===== config.mk =====
export PLATFORM = sky130hd
export DESIGN_NAME = track_format_mark_parser_unit
export DESIGN_NICKNAME = d
export VERILOG_FILES = /design/src/hw/rtl/tfmp_pkg.sv /design/src/hw/rtl/tfmp_regs.sv /design/src/hw/rtl/tfmp_parser.sv /design/src/hw/rtl/track_format_mark_parser_unit.sv
export VERILOG_INCLUDE_DIRS = /design/src /design/src/hw/rtl
export SDC_FILE = /design/constraint.sdc
export NUM_CORES = 1
export LEC_CHECK = 0
export ABC_AREA = 1
export CORE_MARGIN = 2
export CORE_UTILIZATION = 39
export DETAILED_ROUTE_END_ITERATION = 16
export DONT_BUFFER_PORTS = 1
export PLACE_DENSITY = 0.63
export SYNTH_ARGS = -nofsm -noshare
export SYNTH_HDL_FRONTEND = slang
export SYNTH_HIERARCHICAL = 1
export SYNTH_SLANG_ARGS = --single-unit

===== constraint.sdc =====
create_clock -name clk -period 5.7 [get_ports clk]
set_input_delay 0.855 -clock clk [delete_from_list [all_inputs] [get_ports clk]]
set_output_delay 0.855 -clock clk [all_outputs]
set_load 0.05 [all_outputs]

===== src/hw/rtl/track_format_mark_parser_unit_macros.svh =====
// ----------------------------------------------------------------------------
// track format mark parser assertion macros
// shared property wrappers, clocked on clk and disabled in reset
// ----------------------------------------------------------------------------
`ifndef TRACK_FORMAT_MARK_PARSER_UNIT_MACROS_SVH
`define TRACK_FORMAT_MARK_PARSER_UNIT_MACROS_SVH

// same-cycle implication check
`define TFMP_ASSERT(label, prop, msg) \
	label: assert property (@(posedge clk) disable iff (!arst_n) prop) \
		else $error(msg);

// next-cycle implication check
`define TFMP_ASSERT_NEXT(label, ante, cons, msg) \
	`TFMP_ASSERT(label, (ante) |=> (cons), msg)

`endif


===== src/hw/rtl/tfmp_pkg.sv =====
// ----------------------------------------------------------------------------
// tfmp_pkg
// types and constants of the track format mark parser
// ----------------------------------------------------------------------------
`default_nettype none

package tfmp_pkg;

	// sector buffer size and derived widths
	localparam int SECTOR_BYTES = 512;
	localparam int CNT_W        = $clog2(SECTOR_BYTES);
	localparam int LEN_W        = 11;
	localparam int INDEX_W      = 9;
	localparam int BUDGET_W     = 16;

	// configuration port
	localparam int PADDR_W      = 3;
	localparam int PDATA_W      = 32;
	localparam logic REG_TRACK_LENGTH = 1'b0;
	localparam logic [BUDGET_W-1:0] TRACK_LENGTH_RESET = 16'd6250;

	// track marks
	localparam logic [7:0] MARK_ID      = 8'hFE;
	localparam logic [7:0] MARK_DATA    = 8'hFB;
	localparam logic [7:0] MARK_DELETED = 8'hF8;

	// field length base
	localparam logic [LEN_W-1:0] FIELD_BASE = 11'd128;

	// item action codes
	typedef enum logic {
		ACT_START = 1'b0,
		ACT_BYTE  = 1'b1
	} action_t;

	// start answers
	typedef enum logic [1:0] {
		ST_ARMED     = 2'd0,
		ST_NOT_READY = 2'd1,
		ST_WPROT     = 2'd2
	} start_status_t;

	// parser mode
	typedef enum logic [1:0] {
		MODE_WAIT = 2'd0,
		MODE_ID   = 2'd1,
		MODE_DATA = 2'd2
	} parse_mode_t;

	// input word
	typedef struct packed {
		logic       action;
		logic [7:0] data_byte;
		logic       drive_ready;
		logic       write_protected;
	} item_t;

	// result word
	typedef struct packed {
		logic [1:0]         start_status;
		logic               byte_valid;
		logic [INDEX_W-1:0] byte_index;
		logic [7:0]         byte_value;
		logic               sector_done;
		logic [7:0]         cylinder;
		logic [7:0]         head;
		logic [7:0]         record;
		logic               track_done;
	} result_t;

	// parser status seen by the top level
	typedef struct packed {
		logic        armed;
		parse_mode_t mode;
	} parse_status_t;

endpackage

`default_nettype wire


===== src/hw/rtl/tfmp_regs.sv =====
// ----------------------------------------------------------------------------
// tfmp_regs
// configuration register file behind the apb-style port
// ----------------------------------------------------------------------------
`default_nettype none

module tfmp_regs
	import tfmp_pkg::*;
(
	input  wire logic               clk,
	input  wire logic               arst_n,
	input  wire logic               psel,
	input  wire logic               penable,
	input  wire logic               pwrite,
	input  wire logic [PADDR_W-1:0] paddr,
	input  wire logic [PDATA_W-1:0] pwdata,
	output logic      [PDATA_W-1:0] prdata,
	output logic                    pready,
	output logic     [BUDGET_W-1:0] track_length
);

	logic [BUDGET_W-1:0] track_length_q;
	logic                wr_en;
	logic                sel_idx;

	// word index from the byte address
	assign sel_idx = paddr[2];
	assign wr_en   = psel && penable && pwrite;
	assign pready  = 1'b1;

	// track length register
	always_ff @(posedge clk or negedge arst_n) begin
		if (!arst_n) begin
			track_length_q <= TRACK_LENGTH_RESET;
		end else if (wr_en && sel_idx == REG_TRACK_LENGTH) begin
			track_length_q <= pwdata[BUDGET_W-1:0];
		end
	end

	// read mux
	always_comb begin
		prdata = '0;
		if (sel_idx == REG_TRACK_LENGTH) begin
			prdata = {{(PDATA_W-BUDGET_W){1'b0}}, track_length_q};
		end
	end

	assign track_length = track_length_q;

endmodule

`default_nettype wire


===== src/hw/rtl/tfmp_parser.sv =====
// ----------------------------------------------------------------------------
// tfmp_parser
// parse state and combinational next-state and result logic
// ----------------------------------------------------------------------------
`default_nettype none
`include "track_format_mark_parser_unit_macros.svh"

module tfmp_parser
	import tfmp_pkg::*;
(
	input  wire logic                clk,
	input  wire logic                arst_n,
	input  wire logic                step,
	input  wire item_t               item_s1,
	input  wire logic [BUDGET_W-1:0] track_length,
	output result_t                  result,
	output parse_status_t            status
);

	logic                armed_q;
	parse_mode_t         mode_q;
	logic [CNT_W-1:0]    field_count_q;
	logic [7:0]          id_bytes_q [4];
	logic [BUDGET_W-1:0] bytes_left_q;

	logic                armed_d;
	parse_mode_t         mode_d;
	logic [CNT_W-1:0]    field_count_d;
	logic [BUDGET_W-1:0] bytes_left_d;
	logic                id_we;
	logic [1:0]          id_sel;
	logic [LEN_W-1:0]    len_full;
	logic [LEN_W-1:0]    len_cap;
	logic [LEN_W-1:0]    idx_next;
	logic                field_last;

	// data field length from size code, capped at the buffer size
	assign len_full   = FIELD_BASE << id_bytes_q[3][1:0];
	assign len_cap    = (len_full > LEN_W'(SECTOR_BYTES)) ? LEN_W'(SECTOR_BYTES) : len_full;
	assign idx_next   = LEN_W'(field_count_q) + LEN_W'(1);
	assign field_last = (idx_next >= len_cap);
	assign id_sel     = field_count_q[1:0];

	// next state and result
	always_comb begin
		armed_d       = armed_q;
		mode_d        = mode_q;
		field_count_d = field_count_q;
		bytes_left_d  = bytes_left_q;
		id_we         = 1'b0;
		result        = '0;
		if (item_s1.action == ACT_START) begin
			if (!item_s1.drive_ready) begin
				result.start_status = ST_NOT_READY;
				armed_d = 1'b0;
			end else if (item_s1.write_protected) begin
				result.start_status = ST_WPROT;
				armed_d = 1'b0;
			end else begin
				result.start_status = ST_ARMED;
				armed_d       = 1'b1;
				mode_d        = MODE_WAIT;
				field_count_d = '0;
				bytes_left_d  = track_length;
			end
		end else if (armed_q) begin
			if (bytes_left_q != '0) begin
				bytes_left_d = bytes_left_q - BUDGET_W'(1);
			end
			case (mode_q)
				MODE_ID: begin
					id_we = 1'b1;
					if (id_sel == 2'd3) begin
						mode_d        = MODE_WAIT;
						field_count_d = '0;
					end else begin
						field_count_d = CNT_W'(id_sel) + CNT_W'(1);
					end
				end
				MODE_DATA: begin
					result.byte_valid = 1'b1;
					result.byte_index = INDEX_W'(field_count_q);
					result.byte_value = item_s1.data_byte;
					if (field_last) begin
						result.sector_done = 1'b1;
						result.cylinder    = id_bytes_q[0];
						result.head        = id_bytes_q[1];
						result.record      = id_bytes_q[2];
						mode_d             = MODE_WAIT;
						field_count_d      = '0;
					end else begin
						field_count_d = CNT_W'(idx_next);
					end
				end
				default: begin
					if (item_s1.data_byte == MARK_ID) begin
						mode_d        = MODE_ID;
						field_count_d = '0;
					end else if (item_s1.data_byte == MARK_DATA ||
						item_s1.data_byte == MARK_DELETED) begin
						mode_d        = MODE_DATA;
						field_count_d = '0;
					end else begin
						mode_d = MODE_WAIT;
					end
				end
			endcase
			if (bytes_left_d == '0) begin
				result.track_done = 1'b1;
				armed_d = 1'b0;
			end
		end
	end

	// control state
	always_ff @(posedge clk or negedge arst_n) begin
		if (!arst_n) begin
			armed_q       <= 1'b0;
			mode_q        <= MODE_WAIT;
			field_count_q <= '0;
			bytes_left_q  <= '0;
		end else if (step) begin
			armed_q       <= armed_d;
			mode_q        <= mode_d;
			field_count_q <= field_count_d;
			bytes_left_q  <= bytes_left_d;
		end
	end

	// captured id bytes
	always_ff @(posedge clk or negedge arst_n) begin
		if (!arst_n) begin
			for (int i = 0; i < 4; i++) begin
				id_bytes_q[i] <= '0;
			end
		end else if (step && id_we) begin
			id_bytes_q[id_sel] <= item_s1.data_byte;
		end
	end

	assign status.armed = armed_q;
	assign status.mode  = mode_q;

	// id collection never runs past four bytes
	`TFMP_ASSERT(a_id_count, (mode_q == MODE_ID) |-> (field_count_q < CNT_W'(4)), "id count overrun")
	// data index stays inside the field
	`TFMP_ASSERT(a_data_count, (mode_q == MODE_DATA) |-> (LEN_W'(field_count_q) < len_cap), "data index overrun")
	// disarm only happens on a processed word
	`TFMP_ASSERT(a_disarm_step, $fell(armed_q) |-> $past(step), "disarm without word")

endmodule

`default_nettype wire


===== src/hw/rtl/track_format_mark_parser_unit.sv =====
// an accepted word passes through the input register, then its result through the result register
// throughput: one word per cycle, sustained under no output stall
// the input register and the result register each take a new word whenever
// the stage ahead moves, so stalls on the result side back up one stage
// reset: parser disarmed, mode waiting for mark, id bytes and budget zero,
// track_length 6250, both pipeline stages empty
// ----------------------------------------------------------------------------
// track_format_mark_parser_unit
// track-format byte stream parser with id/data mark capture and byte budget
// ----------------------------------------------------------------------------
`default_nettype none
`include "track_format_mark_parser_unit_macros.svh"

module track_format_mark_parser_unit
	import tfmp_pkg::*;
(
	input  wire logic               clk,
	input  wire logic               arst_n,
	input  wire logic               item_valid,
	output logic                    item_ready,
	input  wire item_t              item,
	output logic                    result_valid,
	input  wire logic               result_ready,
	output result_t                 result,
	input  wire logic               psel,
	input  wire logic               penable,
	input  wire logic               pwrite,
	input  wire logic [PADDR_W-1:0] paddr,
	input  wire logic [PDATA_W-1:0] pwdata,
	output logic      [PDATA_W-1:0] prdata,
	output logic                    pready
);

	logic                valid_s1;
	item_t               item_s1;
	logic                valid_s2;
	result_t             result_s2;
	result_t             result_d;
	parse_status_t       status;
	logic                advance;
	logic                step;
	logic [BUDGET_W-1:0] track_length;

	// configuration registers
	tfmp_regs u_regs (
		.clk          (clk),
		.arst_n       (arst_n),
		.psel         (psel),
		.penable      (penable),
		.pwrite       (pwrite),
		.paddr        (paddr),
		.pwdata       (pwdata),
		.prdata       (prdata),
		.pready       (pready),
		.track_length (track_length)
	);

	// pipeline flow control
	assign advance    = !valid_s2 || result_ready;
	assign step       = valid_s1 && advance;
	assign item_ready = !valid_s1 || advance;

	// input register
	always_ff @(posedge clk or negedge arst_n) begin
		if (!arst_n) begin
			valid_s1 <= 1'b0;
		end else if (item_ready) begin
			valid_s1 <= item_valid;
		end
	end

	always_ff @(posedge clk) begin
		if (item_ready && item_valid) begin
			item_s1 <= item;
		end
	end

	// parser core
	tfmp_parser u_parser (
		.clk          (clk),
		.arst_n       (arst_n),
		.step         (step),
		.item_s1      (item_s1),
		.track_length (track_length),
		.result       (result_d),
		.status       (status)
	);

	// result register
	always_ff @(posedge clk or negedge arst_n) begin
		if (!arst_n) begin
			valid_s2 <= 1'b0;
		end else if (advance) begin
			valid_s2 <= valid_s1;
		end
	end

	always_ff @(posedge clk) begin
		if (step) begin
			result_s2 <= result_d;
		end
	end

	assign result_valid = valid_s2;
	assign result       = result_s2;

	// input side only stalls with both stages full
	`TFMP_ASSERT(a_stall_full, !item_ready |-> (valid_s1 && valid_s2), "stall with free stage")
	// a completed sector always carries its last byte
	`TFMP_ASSERT(a_done_byte, (valid_s2 && result_s2.sector_done) |-> result_s2.byte_valid, "sector done without byte")
	// byte results never carry a start answer
	`TFMP_ASSERT(a_byte_status, (valid_s2 && result_s2.byte_valid) |-> (result_s2.start_status == ST_ARMED), "status on byte word")
	// a track end leaves the parser disarmed
	`TFMP_ASSERT_NEXT(a_track_end, step && result_d.track_done, !status.armed, "armed after track end")

endmodule

`default_nettype wire


==> results_dict.tcl <==
set metrics [dict create \
    drc 0 \
    p_per_area_nw_per_um2 440 \
    grtUsageTotal 0.166 \
    stdcell_area_um2 6970 \
    fin_crit_sh 0.562 \
    setup_tns_ns 0 \
    cts_sinks 129 \
    cts_hold_buf 0 \
    avgSynthCellArea_um2 8.84 \
    synth_warnings 6 \
    met1_length_um 6340 \
    end_kind "register" \
    grt_max_degree 73 \
    n_antenna_cell 0 \
    finalHoldViolations 0 \
    insertion_delay_ns 0.42 \
    path_max_fanout 24 \
    root_buffer "clkbuf_16" \
    core_region_area_um2 15800 \
    cp_slowest_stage_delay_ns 0.57 \
    hold_class "in -> async" \
    critical_path.slowest_cell "inv_1" \
    wl_per_cell_um 14.3 \
    final_nets 769 \
    grt_pass1_wl_um 21700 \
    worstMarginPinSlew_ns 1.07 \
    fp-row-count 46 \
    cts.clk_slew.worst_paths_ns 0.06 \
    place_area_um2 6370 \
    cp-start-kind "register" \
    clock_skew_ns 0.0125 \
    via_per_inst 4.81 \
    cts_made_buffers 17 \
    gp_routability_congestion 0.819 \
    synthCells 709 \
    top_layer_used "met4" \
    routed_wirelength_um 13300 \
    crit_chain "ha_1 -> nand3_1 -> nor3_1 -> inv_1 -> nor2_1 -> nand2_1 -> xor2_1 -> inv_1 -> ha_1 -> o21ai_0 -> nand2_1 -> nand2_1 -> nand2_1 -> inv_1 -> nor2_1 -> inv_1 -> nor2_1" \
    maxCapViolCount 0 \
    total_power_mw 3.06 \
    wl_met2_um 6050 \
    drive_gt1_frac 0.0932 \
    postCtsSetupBuffers 0 \
    rr_startpoint "u_parser/field_count_q[0]$_DFFE_PN0P_" \
    cts.path.max_buffers 2 \
    r2r-end "result[10]$_DFFE_PP_" \
    htreeDepth 4 \
    crit_type "reg -> reg" \
    route.met3.wl_um 739 \
    cp.arrival_ns 3.34 \
    worstPathRequired_ns 5.84 \
    vias 4499 \
    start_util 0.398 \
    crit_family "simple AND/OR/NAND/NOR gates" \
    setup-violations-final 0 \
    portBuffers 0 \
    drt_iter0_drc 402 \
    grt_pass1_vias 4324 \
    io_pins 134 \
    firstDrtPassIters 5 \
    antenna_found_initial 0 \
    die_y_um 131 \
    r2r_slack_ns 2.50 \
    fmax_mhz 312 \
    drv_slew 0 \
    relSlewSlack 0.285 \
    p_leak_nw 3.03 \
    post_cts_resized 0 \
    rsz0062_at_grt "no" \
    fp.dieW_um 131 \
    die-area_um2 17100 \
    outcome "finished, final reports clean" \
    tritoncts "yes" \
    period_needed_ns 3.20 \
    hpwlAfterDp_um 9070 \
    r2r_cells 17 \
    ir_worst_vdd_mv 0.270 \
    synthToLayoutAreaGrowth_pct 11.1 \
    grt_remaining_overflow 0 \
    netlist_area_um2 6270 \
    critPathBufInv 4 \
    ant_nets 0 \
]
==> worst register-to-register path, delay by kind of cell (launching register included) <==
family,cells,cell delay [ns]
simple gates,9,0.89
buf+inv,4,0.77
fa+ha+maj,2,0.57
flops,1,0.43
xor+xnor,1,0.19
compound gates,1,0.07
==> routing by layer <==
layer  vias up  global-route usage
met5         -                   0
met4         0              0.0638
met3        18              0.0436
met2       162               0.253
met1      2088               0.229
li1       2231                   -
==> power breakdown <==
group,switching (mW),leakage (nW),internal [mW]
clock network,0.441,0.285,0.658
logic,0.483,1.25,0.197
registers,0.186,1.50,1.10
total,1.11,3.03,1.95
==> through the flow <==
step | hold WS, ns | setup WS, ns | util | cells
after floorplan | 0.447 | 1.12 | - | 724
after global placement | 0.461 | 2.34 | 0.404 | 903
after detailed placement | 0.460 | 2.36 | 0.404 | 903
after CTS | 0.106 | 2.51 | 0.442 | 935
after global routing | 0.104 | 2.15 | 0.442 | 935
final | 0.129 | 2.50 | 0.442 | 935
==> layout by cell type, fill, tap and decap left out, types with 4 or more instances in the layout <==
cell type and n:
ha_1 10, nor2_1 101, inv_6 5, conb_1 17
o21ai_0 61, nand3_1 36, a21oi_1 18, nand2_1 148
inv_1 103, clkbuf_16 17, o22ai_1 15, dfstp_2 6
xor2_1 5, dfrtp_1 66, nor3_1 4, edfxtp_1 57
inv_2 5
==> worst max path at each step <==
stage / start / end / slack, ns / cells past startpoint
3_5_place_dp: result_ready / u_parser/field_count_q[5]$_DFFE_PN0P_ / 2.36 / 10
5_1_grt: u_parser/field_count_q[0]$_DFFE_PN0P_ / result[12]$_DFFE_PP_ / 2.15 / 17
3_3_place_gp: result_ready / u_parser/field_count_q[5]$_DFFE_PN0P_ / 2.34 / 10
6_report: u_parser/field_count_q[0]$_DFFE_PN0P_ / result[10]$_DFFE_PP_ / 2.50 / 17
2_1_floorplan: result_ready / u_parser/field_count_q[5]$_DFFE_PN0P_ / 1.12 / 10
4_1_cts: u_parser/field_count_q[0]$_DFFE_PN0P_ / result[10]$_DFFE_PP_ / 2.51 / 17
==> state kept, by name, indices dropped and copies added (netlist names) <==
register / cells
u_parser/bytes_left_q: 16
u_parser/id_bytes_q: 26
result: 46
item_s1: 11
u_regs/track_length: 16
u_parser/armed_q: 1
u_parser/field_count_q: 9
u_parser/mode_q: 2
result_valid: 1
valid_s1: 1
==> final cells by class <==
type / count / area (um2)
Clock inverter: 15 / 173
Sequential cell: 129 / 3520
Multi-Input combinational cell: 448 / 2160
Fill cell: 1524 / 8800
Inverter: 108 / 405
Timing Repair Buffer: 2 / 15.0
Clock buffer: 17 / 425
Tap cell: 216 / 270
Note: power is estimated with default switching activity, not from simulation.
